### src/rtl/slpc_pkg.sv
// Shared types, constants and register codes for the switch latch power controller.
package slpc_pkg;

	// Field widths.
	localparam int DebWidth    = 8;
	localparam int AutoWidth   = 20;
	localparam int SettleWidth = 10;
	localparam int HoldWidth   = 10;
	localparam int CountWidth  = 10;
	localparam int PhaseWidth  = 3;
	localparam int CfgIdxWidth = 3;
	localparam int CfgDatWidth = 20;

	// Configuration register indexes.
	localparam logic [CfgIdxWidth-1:0] RegDebounce = 3'd0;
	localparam logic [CfgIdxWidth-1:0] RegAutoOff  = 3'd1;
	localparam logic [CfgIdxWidth-1:0] RegSettle   = 3'd2;
	localparam logic [CfgIdxWidth-1:0] RegHold     = 3'd3;

	// Register reset values.
	localparam logic [DebWidth-1:0]    DebReset    = 8'd20;
	localparam logic [AutoWidth-1:0]   AutoReset   = 20'd600000;
	localparam logic [SettleWidth-1:0] SettleReset = 10'd200;
	localparam logic [HoldWidth-1:0]   HoldReset   = 10'd1000;

	// Phase codes as they appear on the result stream.
	localparam logic [PhaseWidth-1:0] CodeStart   = 3'd0;
	localparam logic [PhaseWidth-1:0] CodeHold    = 3'd1;
	localparam logic [PhaseWidth-1:0] CodeRelease = 3'd2;
	localparam logic [PhaseWidth-1:0] CodeSettle  = 3'd3;
	localparam logic [PhaseWidth-1:0] CodeRun     = 3'd4;

	// Sequencer phase, one-hot.
	typedef enum logic [4:0] {
		PH_START   = 5'b00001,
		PH_HOLD    = 5'b00010,
		PH_RELEASE = 5'b00100,
		PH_SETTLE  = 5'b01000,
		PH_RUN     = 5'b10000
	} phase_t;

	// Current configuration as seen by the core.
	typedef struct packed {
		logic [DebWidth-1:0]    debounce_ticks;
		logic [AutoWidth-1:0]   auto_off_ticks;
		logic [SettleWidth-1:0] settle_ticks;
		logic [HoldWidth-1:0]   hold_ticks;
	} cfg_t;

	// One pin sample.
	typedef struct packed {
		logic switch_level;
		logic input_level;
		logic tick;
	} sample_t;

	// One result beat.
	typedef struct packed {
		logic [PhaseWidth-1:0] run_phase;
		logic                  power_hold;
		logic                  led_power;
		logic                  led_output;
		logic                  latched_output;
	} result_t;

endpackage

### src/rtl/slpc_cfg.sv
// Configuration register bank of the switch latch power controller.
module slpc_cfg import slpc_pkg::*; (
	input  logic                   clk,
	input  logic                   arst_n,
	input  logic                   cfg_wen,
	input  logic [CfgIdxWidth-1:0] cfg_index,
	input  logic [CfgDatWidth-1:0] cfg_data,
	output cfg_t                   cfg
);

	cfg_t cfg_q;

	// Register writes; unknown indexes are dropped and extra data bits ignored.
	always_ff @(posedge clk or negedge arst_n) begin
		if (!arst_n) begin
			cfg_q.debounce_ticks <= DebReset;
			cfg_q.auto_off_ticks <= AutoReset;
			cfg_q.settle_ticks   <= SettleReset;
			cfg_q.hold_ticks     <= HoldReset;
		end else if (cfg_wen) begin
			unique case (cfg_index)
				RegDebounce: cfg_q.debounce_ticks <= cfg_data[DebWidth-1:0];
				RegAutoOff:  cfg_q.auto_off_ticks <= cfg_data[AutoWidth-1:0];
				RegSettle:   cfg_q.settle_ticks   <= cfg_data[SettleWidth-1:0];
				RegHold:     cfg_q.hold_ticks     <= cfg_data[HoldWidth-1:0];
				default: ;
			endcase
		end
	end

	assign cfg = cfg_q;

endmodule

### src/rtl/slpc_core.sv
// Sequencer, debounce, auto-off and blink state with its next-state logic.
module slpc_core import slpc_pkg::*; (
	input  logic    clk,
	input  logic    arst_n,
	input  logic    accept,
	input  sample_t sample,
	input  cfg_t    cfg,
	output result_t result
);

	phase_t                 phase_q, n_phase;
	logic                   bat_q, n_bat;
	logic [CountWidth-1:0]  pc_q, n_pc, settle_base;
	logic [AutoWidth-1:0]   act_q, n_act;
	logic [DebWidth-1:0]    deb_q, n_deb;
	logic                   pressed_q, n_pressed;
	logic                   latched_q, n_latched;
	logic                   blink_q, n_blink;
	logic                   plat_q, n_plat;
	logic                   oled_q, n_oled;
	logic                   pled_q, n_pled;
	logic                   settle_go;
	logic [PhaseWidth-1:0]  phase_code;

	// Next state for one sample.
	always_comb begin
		n_phase     = phase_q;
		n_bat       = bat_q;
		n_pc        = pc_q;
		n_act       = act_q;
		n_deb       = deb_q;
		n_pressed   = pressed_q;
		n_latched   = latched_q;
		n_blink     = blink_q;
		n_plat      = plat_q;
		n_oled      = oled_q;
		n_pled      = pled_q;
		settle_go   = 1'b0;
		settle_base = pc_q;
		unique case (phase_q)
			PH_START: begin
				n_act = cfg.auto_off_ticks;
				n_pc  = '0;
				if (!sample.switch_level) begin
					n_bat   = 1'b1;
					n_phase = PH_HOLD;
				end else begin
					n_phase = PH_RUN;
				end
			end
			PH_HOLD: begin
				if (sample.tick && (pc_q < cfg.hold_ticks)) begin
					n_pc = pc_q + 10'd1;
				end
				if (n_pc >= cfg.hold_ticks) begin
					n_plat  = 1'b1;
					n_phase = PH_RELEASE;
				end
			end
			PH_RELEASE: begin
				if (!sample.switch_level) begin
					if (sample.tick) begin
						n_pled  = blink_q;
						n_blink = ~blink_q;
					end
				end else begin
					settle_go   = 1'b1;
					settle_base = '0;
				end
			end
			PH_SETTLE: begin
				settle_go = 1'b1;
			end
			default: begin
				// Running: blink, auto-off countdown and debounced toggle.
				if (sample.tick) begin
					n_blink = ~blink_q;
					if (bat_q && (act_q != '0)) begin
						n_act = act_q - 20'd1;
						if (act_q == 20'd1) begin
							n_plat = 1'b0;
						end
					end
					n_oled = latched_q ? ~blink_q : 1'b0;
					n_pled = ~blink_q;
					if (deb_q != '0) begin
						n_deb = deb_q - 8'd1;
					end
				end
				if (n_deb == '0) begin
					if (pressed_q) begin
						if (sample.input_level) begin
							n_pressed = 1'b0;
							n_deb     = cfg.debounce_ticks;
							n_act     = cfg.auto_off_ticks;
						end
					end else if (!sample.input_level) begin
						n_pressed = 1'b1;
						n_deb     = cfg.debounce_ticks;
						n_act     = cfg.auto_off_ticks;
						n_latched = ~latched_q;
					end
				end
				if (!sample.switch_level) begin
					n_plat = 1'b0;
				end
			end
		endcase

		// Settle counting, also run on the sample that sees the switch released.
		if (settle_go) begin
			n_pc = settle_base;
			if (sample.tick && (settle_base < cfg.settle_ticks)) begin
				n_pled  = blink_q;
				n_blink = ~blink_q;
				n_pc    = settle_base + 10'd1;
			end
			n_phase = (n_pc >= cfg.settle_ticks) ? PH_RUN : PH_SETTLE;
		end
	end

	// State registers, updated on every accepted beat.
	always_ff @(posedge clk or negedge arst_n) begin
		if (!arst_n) begin
			phase_q   <= PH_START;
			bat_q     <= 1'b0;
			pc_q      <= '0;
			act_q     <= AutoReset;
			deb_q     <= '0;
			pressed_q <= 1'b1;
			latched_q <= 1'b0;
			blink_q   <= 1'b0;
			plat_q    <= 1'b0;
			oled_q    <= 1'b0;
			pled_q    <= 1'b0;
		end else if (accept) begin
			phase_q   <= n_phase;
			bat_q     <= n_bat;
			pc_q      <= n_pc;
			act_q     <= n_act;
			deb_q     <= n_deb;
			pressed_q <= n_pressed;
			latched_q <= n_latched;
			blink_q   <= n_blink;
			plat_q    <= n_plat;
			oled_q    <= n_oled;
			pled_q    <= n_pled;
		end
	end

	// Phase encoding for the result stream.
	always_comb begin
		unique case (n_phase)
			PH_START:   phase_code = CodeStart;
			PH_HOLD:    phase_code = CodeHold;
			PH_RELEASE: phase_code = CodeRelease;
			PH_SETTLE:  phase_code = CodeSettle;
			default:    phase_code = CodeRun;
		endcase
	end

	assign result.latched_output = n_latched;
	assign result.led_output     = n_oled;
	assign result.led_power      = n_pled;
	assign result.power_hold     = n_plat;
	assign result.run_phase      = phase_code;

	// The power latch is only ever set on battery supply.
	a_latch_needs_battery: assert property (@(posedge clk) disable iff (!arst_n)
		plat_q |-> bat_q)
		else $error("power latch set without battery mode");

	// The supply mode is fixed once the start sample has passed.
	a_mode_fixed: assert property (@(posedge clk) disable iff (!arst_n)
		(phase_q != PH_START) |=> $stable(bat_q))
		else $error("supply mode changed after start");

	// Running is never left.
	a_run_absorbing: assert property (@(posedge clk) disable iff (!arst_n)
		(phase_q == PH_RUN) |=> (phase_q == PH_RUN))
		else $error("left running phase");

endmodule

### src/rtl/switch_latch_power_controller.sv
// Top level of the switch latch power controller: ports, core and result register.
//
//  channel   direction  fields (low bit first)
//  s_*       in         tick, input_level, switch_level
//  m_*       out        latched_output, led_output, led_power, power_hold, run_phase[2:0]
//  cfg_*     in         write enable, register index, write data
//
// Each sample beat yields one result beat in the cycle after it is accepted, from the result register.
// A new sample is taken every cycle while the result register is empty or being drained.
// When m_tready is low with a result waiting, s_tready drops until the result is taken.
// Reset loads the register defaults and puts the sequencer in its start phase.
module switch_latch_power_controller import slpc_pkg::*; (
	input  logic                   clk,
	input  logic                   arst_n,
	input  logic                   s_tvalid,
	output logic                   s_tready,
	input  logic [7:0]             s_tdata,   // tick, input_level, switch_level
	output logic                   m_tvalid,
	input  logic                   m_tready,
	output logic [7:0]             m_tdata,   // latched_output, led_output, led_power,
	                                          // power_hold, run_phase[2:0]
	input  logic                   cfg_wen,
	input  logic [CfgIdxWidth-1:0] cfg_index,
	input  logic [CfgDatWidth-1:0] cfg_data
);

	cfg_t    cfg;
	sample_t sample;
	result_t result, result_s1;
	logic    accept;
	logic    m_tvalid_q;

	assign s_tready = !m_tvalid_q || m_tready;
	assign accept   = s_tvalid && s_tready;

	assign sample.tick         = s_tdata[0];
	assign sample.input_level  = s_tdata[1];
	assign sample.switch_level = s_tdata[2];

	slpc_cfg u_cfg (
		.clk       (clk),
		.arst_n    (arst_n),
		.cfg_wen   (cfg_wen),
		.cfg_index (cfg_index),
		.cfg_data  (cfg_data),
		.cfg       (cfg)
	);

	slpc_core u_core (
		.clk    (clk),
		.arst_n (arst_n),
		.accept (accept),
		.sample (sample),
		.cfg    (cfg),
		.result (result)
	);

	// Result register valid flag.
	always_ff @(posedge clk or negedge arst_n) begin
		if (!arst_n) begin
			m_tvalid_q <= 1'b0;
		end else if (s_tready) begin
			m_tvalid_q <= accept;
		end
	end

	// Result register payload.
	always_ff @(posedge clk) begin
		if (accept) begin
			result_s1 <= result;
		end
	end

	assign m_tvalid = m_tvalid_q;
	assign m_tdata  = {1'b0, result_s1};

	// With no result waiting, the input is always ready.
	a_ready_when_empty: assert property (@(posedge clk) disable iff (!arst_n)
		!m_tvalid_q |-> s_tready)
		else $error("input stalled with empty result register");

	// Every accepted sample leaves a result in the register.
	a_accept_fills: assert property (@(posedge clk) disable iff (!arst_n)
		accept |=> m_tvalid_q)
		else $error("accepted sample produced no result");

	// A result disappears only when taken.
	a_result_kept: assert property (@(posedge clk) disable iff (!arst_n)
		(m_tvalid_q && !m_tready) |=> m_tvalid_q)
		else $error("waiting result lost");

endmodule

### config.mk
export PLATFORM = sky130hd
export DESIGN_NAME = switch_latch_power_controller
export DESIGN_NICKNAME = d
export VERILOG_FILES = /design/src/rtl/slpc_pkg.sv /design/src/rtl/slpc_cfg.sv /design/src/rtl/slpc_core.sv /design/src/rtl/switch_latch_power_controller.sv
export SDC_FILE = /design/constraint.sdc
export NUM_CORES = 1
export LEC_CHECK = 0
export BUFFER_PORTS_ARGS = -buffer_cell sky130_fd_sc_hd__buf_4
export CORE_MARGIN = 2
export CORE_UTILIZATION = 45
export DETAILED_ROUTE_END_ITERATION = 10
export PLACE_DENSITY_LB_ADDON = 0.3
export SYNTH_ARGS = -nofsm -noshare
export SYNTH_HDL_FRONTEND = slang
export SYNTH_HIERARCHICAL = 1
export SYNTH_SLANG_ARGS = --single-unit
### constraint.sdc
create_clock -name clk -period 8.1 [get_ports clk]
set_input_delay 0.405 -clock clk [delete_from_list [all_inputs] [get_ports clk]]
set_output_delay 0.405 -clock clk [all_outputs]
set_load 0.02 [all_outputs]
* After elaboration in Yosys (flattened, before gate mapping)
Cells that the tools add are included.
W data, S select, Z words.
** Word-level totals
- Flip-flop bits (word level) :: 106
- Input port bits :: 36
- Output and inout port bits :: 10
- Logic and storage cells :: 125
** Cells by class
- Add/subtract/negate cells :: 4
- $lt $le $gt $ge :: 4
- Eq/ne operators :: 12
- Multiplexer cells :: 55
- Bitwise operators :: 5
- Reductions and logical operators :: 24
** Operators by type and width (count)
- $mux W20 :: 6
- $mux W10 :: 7
- $mux W8 :: 7
- $pmux W20 S2 :: 1
- $mux W1 :: 23
- $add A10 B1 Y10 const B :: 2
- $eq A20 B1 Y1 const B :: 1
- $ge A10 B10 Y1 :: 2
- $lt A10 B10 Y1 :: 2
- $mux W5 :: 4
- $pmux W10 S2 :: 1
- $reduce_bool A20 Y1 :: 1
- $sub A20 B1 Y20 const B :: 1
- $reduce_and A2 Y1 :: 7
- $pmux W3 S4 :: 1
- $eq A5 B1 Y1 const B :: 2
- $eq A5 B2 Y1 const B :: 2
- $eq A5 B3 Y1 const B :: 2
- $eq A5 B4 Y1 const B :: 2
- $pmux W5 S2 :: 1
- $reduce_or A3 Y1 :: 3
- $logic_not A8 Y1 :: 1
- $pmux W1 S2 :: 4
- $reduce_bool A8 Y1 :: 1
- 11 further kinds :: 20

* Logic depth before layout (Yosys ltp)
- Word-level depth :: 11
- Gate-level depth with buffers :: 22
- Depth with buffers taken out :: 19

* Modules after synthesis
The synthesis kept the hierarchy.
** Modules (own cells, without submodules)
- slpc_core :: times used 1, cells an instance 626, area each 5009.8 µm², seq. area each 1263.7 µm²
- slpc_cfg :: times used 1, cells an instance 104, area each 1848.0 µm², seq. area each 1224.9 µm²
- switch_latch_power_controller :: times used 1, cells an instance 13, area each 275.3 µm², seq. area each 235.2 µm²

* Worst setup path after synthesis
No wires, ideal clock.
- Path type :: flip-flop to flip-flop
- Start point :: reg u_core.phase_q[1]
- End point :: reg result_s1 (netlist bit m_tdata[6]), data pin
- Library setup time :: 0.256 ns
- Arrival :: 4.260 ns
- Data required time :: 7.844 ns
- Setup slack :: 3.584 ns
- Cell stages (with the launch flop) :: 19
- Buffers on the path :: 2
- Period minus slack after synthesis :: 4.516 ns
- Path through :: dfrtp_1 -> or3_1 -> or2_2 -> clkbuf_1 -> and2_1 -> ha_1 -> a21o_1 -> a211oi_1 -> o211ai_1 -> o21ai_1 -> clkbuf_1 -> a21boi_0 -> o21a_1 -> ha_1 -> a211oi_1 -> o21ai_0 -> a31oi_1 -> o211ai_1 -> a22o_1
** RTL lines
- start: declaration :: RTL line slpc_core.sv:11 : phase_t phase_q, n_phase;
- start signal: assignment :: RTL line slpc_core.sv:137 : phase_q <= n_phase;
- end signal: assignment :: RTL line switch_latch_power_controller.sv:70 : result_s1 <= result;
- end: declaration :: RTL line switch_latch_power_controller.sv:29 : result_t result, result_s1;

==> reports/results.tsv <==
metric	value	unit
Critical-path top delay cell	o21ai_1	
die area	16900	um2
layout cell share with drive strength beyond 1	20.4	%
Peak Freq	186	MHz
Site Rows	46	
CP Capture Point	m_tdata[6]	
maxcap violations	0	
post_cts resized	0	
Worst-path clk slew	80	ps
Worst R2R Path Depth	16	
Yosys cell types	77	
CP max FO	15	
GRT Overall Usage	20.7	%
Mapped Nets	824	
nets@finish	837	
max-slew violation count	0	
Crit path largest cell delay	740	ps
P&R area growth vs syn	8.74	%
dominant synthesized flop cell	dfrtp_1	
worst slew pin tran	928	ps
vias per std cell	5.88	
final setup vio count	0	
total gr overflow	0	
CP required	8210	ps
Setup Skew	12.4	ps
WP depth	16	
Final Hold Fails	0	
Critical path buffers and inverters	0	
Slew HR	37.7	%
mapped cell area	7130	um2
status	finished, final reports clean	
Crit Reg-Reg Startpoint	u_core/phase_q[1]	
post-synthesis sequential area ratio	38.2	%
Switching Share	34.2	%
Post-Route WL	16.8	mm
vias in the first global route	5594	
I/O Pins	46	
# hold bufs at CTS	0	
dpl ws	2760	ps
Cells after Synth	743	
Worst Setup End Kind	register	
Final HPWL DP	12.4	mm
Seq pwr share	47.5	%
critical path type	register to register	
number of enable flip-flop cells after synthesis	7	
async set-reset flop share out of synthesis	93.4	%
synthesis-stage register bit count	106	
H-Tree Depth	3	
DRT Pass-1 Iters	5	
die width	130	um
drc violations	0	
Post-CTS Setup Bufs	0	
Min-Delay Path Class	input pin to asynchronous set/reset pin	
Post-Syn Area per Cell	9.60	um2
Worst setup startpoint	u_core/phase_q[1]	
vias post-DR	5748	
Root Buffer	clkbuf_16	
clk buf depth	2	
remaining antenna violation count	0	
Leakage Power	3.44	nW
Internal Power	1.12	mW
part of the power in the clock network	23.9	%
CTS tree	yes	
CP arrival	5490	ps
post-route setup slack	2730	ps
Gate power share	28.6	%
Power Density	220	nW/um2
Peak supply drop	0.128	mV
CP Cell Sequence	or3_1 -> or2_2 -> and2_1 -> ha_1 -> a21o_1 -> a211oi_1 -> o211ai_1 -> o21ai_1 -> a21boi_0 -> o21a_1 -> ha_1 -> a211oi_1 -> o21ai_0 -> a31oi_1 -> o211ai_1 -> a22o_1	
delay-heaviest family, CP	compound AO/OA/AOI/OAI gates	
Yosys top cell area share	24.6	%
flop2flop setup slack	2730	ps
global-route wire length before repair	27.8	mm
later-pin clock latency in the skew report	350	ps
initial antenna violation count	0	
Starting Density	45.4	%
minimum clock period	5370	ps
maximum number of pins on one net before global-route repair	66	
ranking of synthesized cells by area	dfrtp_1 25%, dfstp_2 11%, mux2_2 8.1%, ha_1 7.9%, o21ai_0 3.5%	
Initial DRC Count	362	
switching power	0.583	mW
die height	130	um
DR WL/cell	17.1	um
CTS sink cnt	106	
Num CTS Buffers	9	
Core Area	15700	um2
reg-to-reg endpoint	m_tdata[6]	
post-synth top area cell	dfrtp_1	
post-route setup TNS	0	ps
RePlAce Congestion	0.900	
CP startpoint kind	register	
fin crit share	66.3	%
RSZ-0062 raised after global routing	no	
synth warn	6	
PortBufs	39	
-- sequential cells by signal, summed over array words and instances, names as in the netlist --
register / count
u_core/latched_q: 1
u_core/deb_q: 8
u_core/phase_q: 5
m_tdata: 7
u_core/act_q: 20
u_core/plat_q: 1
u_core/pc_q: 10
u_core/bat_q: 1
u_cfg/cfg: 48
u_core/pled_q: 1
u_core/blink_q: 1
m_tvalid: 1
u_core/oled_q: 1
u_core/pressed_q: 1
-- placed cells by master (no fill, tap or decap), types with 17 or more instances in the layout --
master and count:
a21oi_1 29, buf_4 41, dfrtp_1 70, dfstp_2 29, ha_1 45, inv_1 49, mux2_2 51, nand2_1 53
nand4_1 17, nor2_1 44, nor3_1 17, o21ai_0 50
-- metal layers --
metal / global-route usage [%] / up-vias / share of wire, %
li1: - / 2759 / -
met1: 26.2 / 2819 / 44
met2: 35.6 / 145 / 50
met3: 2.83 / 25 / 3.5
met4: 8.60 / 0 / 2.3
met5: 0 / - / 0
-- power by group through the flow --
stage | clock network (mW) | registers [mW] | logic, mW
floorplan | 0 | 0.781 | 0.393
global placement | 0 | 0.810 | 0.461
detailed placement | 0 | 0.817 | 0.484
CTS | 0.418 | 0.808 | 0.486
global route | 0.441 | 0.830 | 0.546
finish | 0.408 | 0.810 | 0.488
-- area by class of cell --
| cell class | instances | area [um2] |
|---|---|---|
| fillers | 1413 | 7960 |
| multi-input cells | 549 | 4000 |
| flip-flops and latches | 106 | 2720 |
| repair buffers | 41 | 308 |
| well taps | 216 | 270 |
| clock buffers | 9 | 225 |
| inverters | 49 | 184 |
| clock inverters | 7 | 43.8 |
| diodes | 1 | 2.50 |
-- cells by family (layout without fill, tap and decap cells) --
| logic type | count (synthesis) | in the layout | share of synthesized area (%) |
|---|---|---|---|
| simple gates | 235 | 235 | 18.3 |
| xor+xnor | 24 | 24 | 2.95 |
| compound gates | 177 | 177 | 16.5 |
| fa+ha+maj | 45 | 45 | 7.89 |
| mux | 67 | 67 | 10.4 |
| buf+inv | 88 | 106 | 5.79 |
| flops | 106 | 106 | 38.2 |
| other cells | 1 | 2 | 0.0526 |
-- Yosys cell counts, types with 4 or more instances --
| cell type | instances |
|---|---|
| nor2b_1 | 5 |
| edfxtp_1 | 7 |
| nand3b_1 | 5 |
| a21oi_1 | 29 |
| xnor2_1 | 13 |
| nand4_1 | 17 |
| nand2b_1 | 12 |
| o21ai_0 | 50 |
| or3_1 | 8 |
| buf_6 | 4 |
| and2_1 | 7 |
| o21a_1 | 7 |
| xor2_1 | 11 |
| clkbuf_1 | 21 |
| dfrtp_1 | 70 |
| ha_1 | 45 |
| a211o_1 | 5 |
| nor4_1 | 11 |
| a22oi_1 | 13 |
| nor3_1 | 17 |
| inv_1 | 49 |
| buf_4 | 7 |
| a211oi_1 | 8 |
| buf_2 | 4 |
| nand3_1 | 15 |
| mux2_2 | 51 |
| a31oi_1 | 6 |
| and3_1 | 16 |
| nand2_1 | 53 |
| dfstp_2 | 29 |
| nor2_1 | 45 |
| mux2i_1 | 15 |
| o211ai_1 | 12 |
| a21o_1 | 9 |
-- per-stage QoR --
step           instances  util, %  total power, mW  hold slack, ps  area [um2]
6_report             978     49.4             1.70            13.4        7760
5_1_grt              977     49.3             1.82            48.7        7750
4_1_cts              977     49.3             1.71            28.8        7750
3_5_place_dp         961     47.6             1.30             410        7480
3_3_place_gp         961     47.6             1.27             407        7480
2_1_floorplan        743        -             1.17             109        7130
-- worst min-delay path by stage --
stage                           endpoint  startpoint  slack (ps)
after floorplan                 m_tvalid      arst_n         110
after global placement    u_core/pc_q[9]      arst_n         410
after detailed placement  u_core/pc_q[9]      arst_n         410
after CTS                 u_core/pc_q[9]      arst_n          30
after global routing      u_core/pc_q[9]      arst_n          50
final                     u_core/pc_q[9]      arst_n          10
Note: power is estimated with default switching activity, not from simulation.
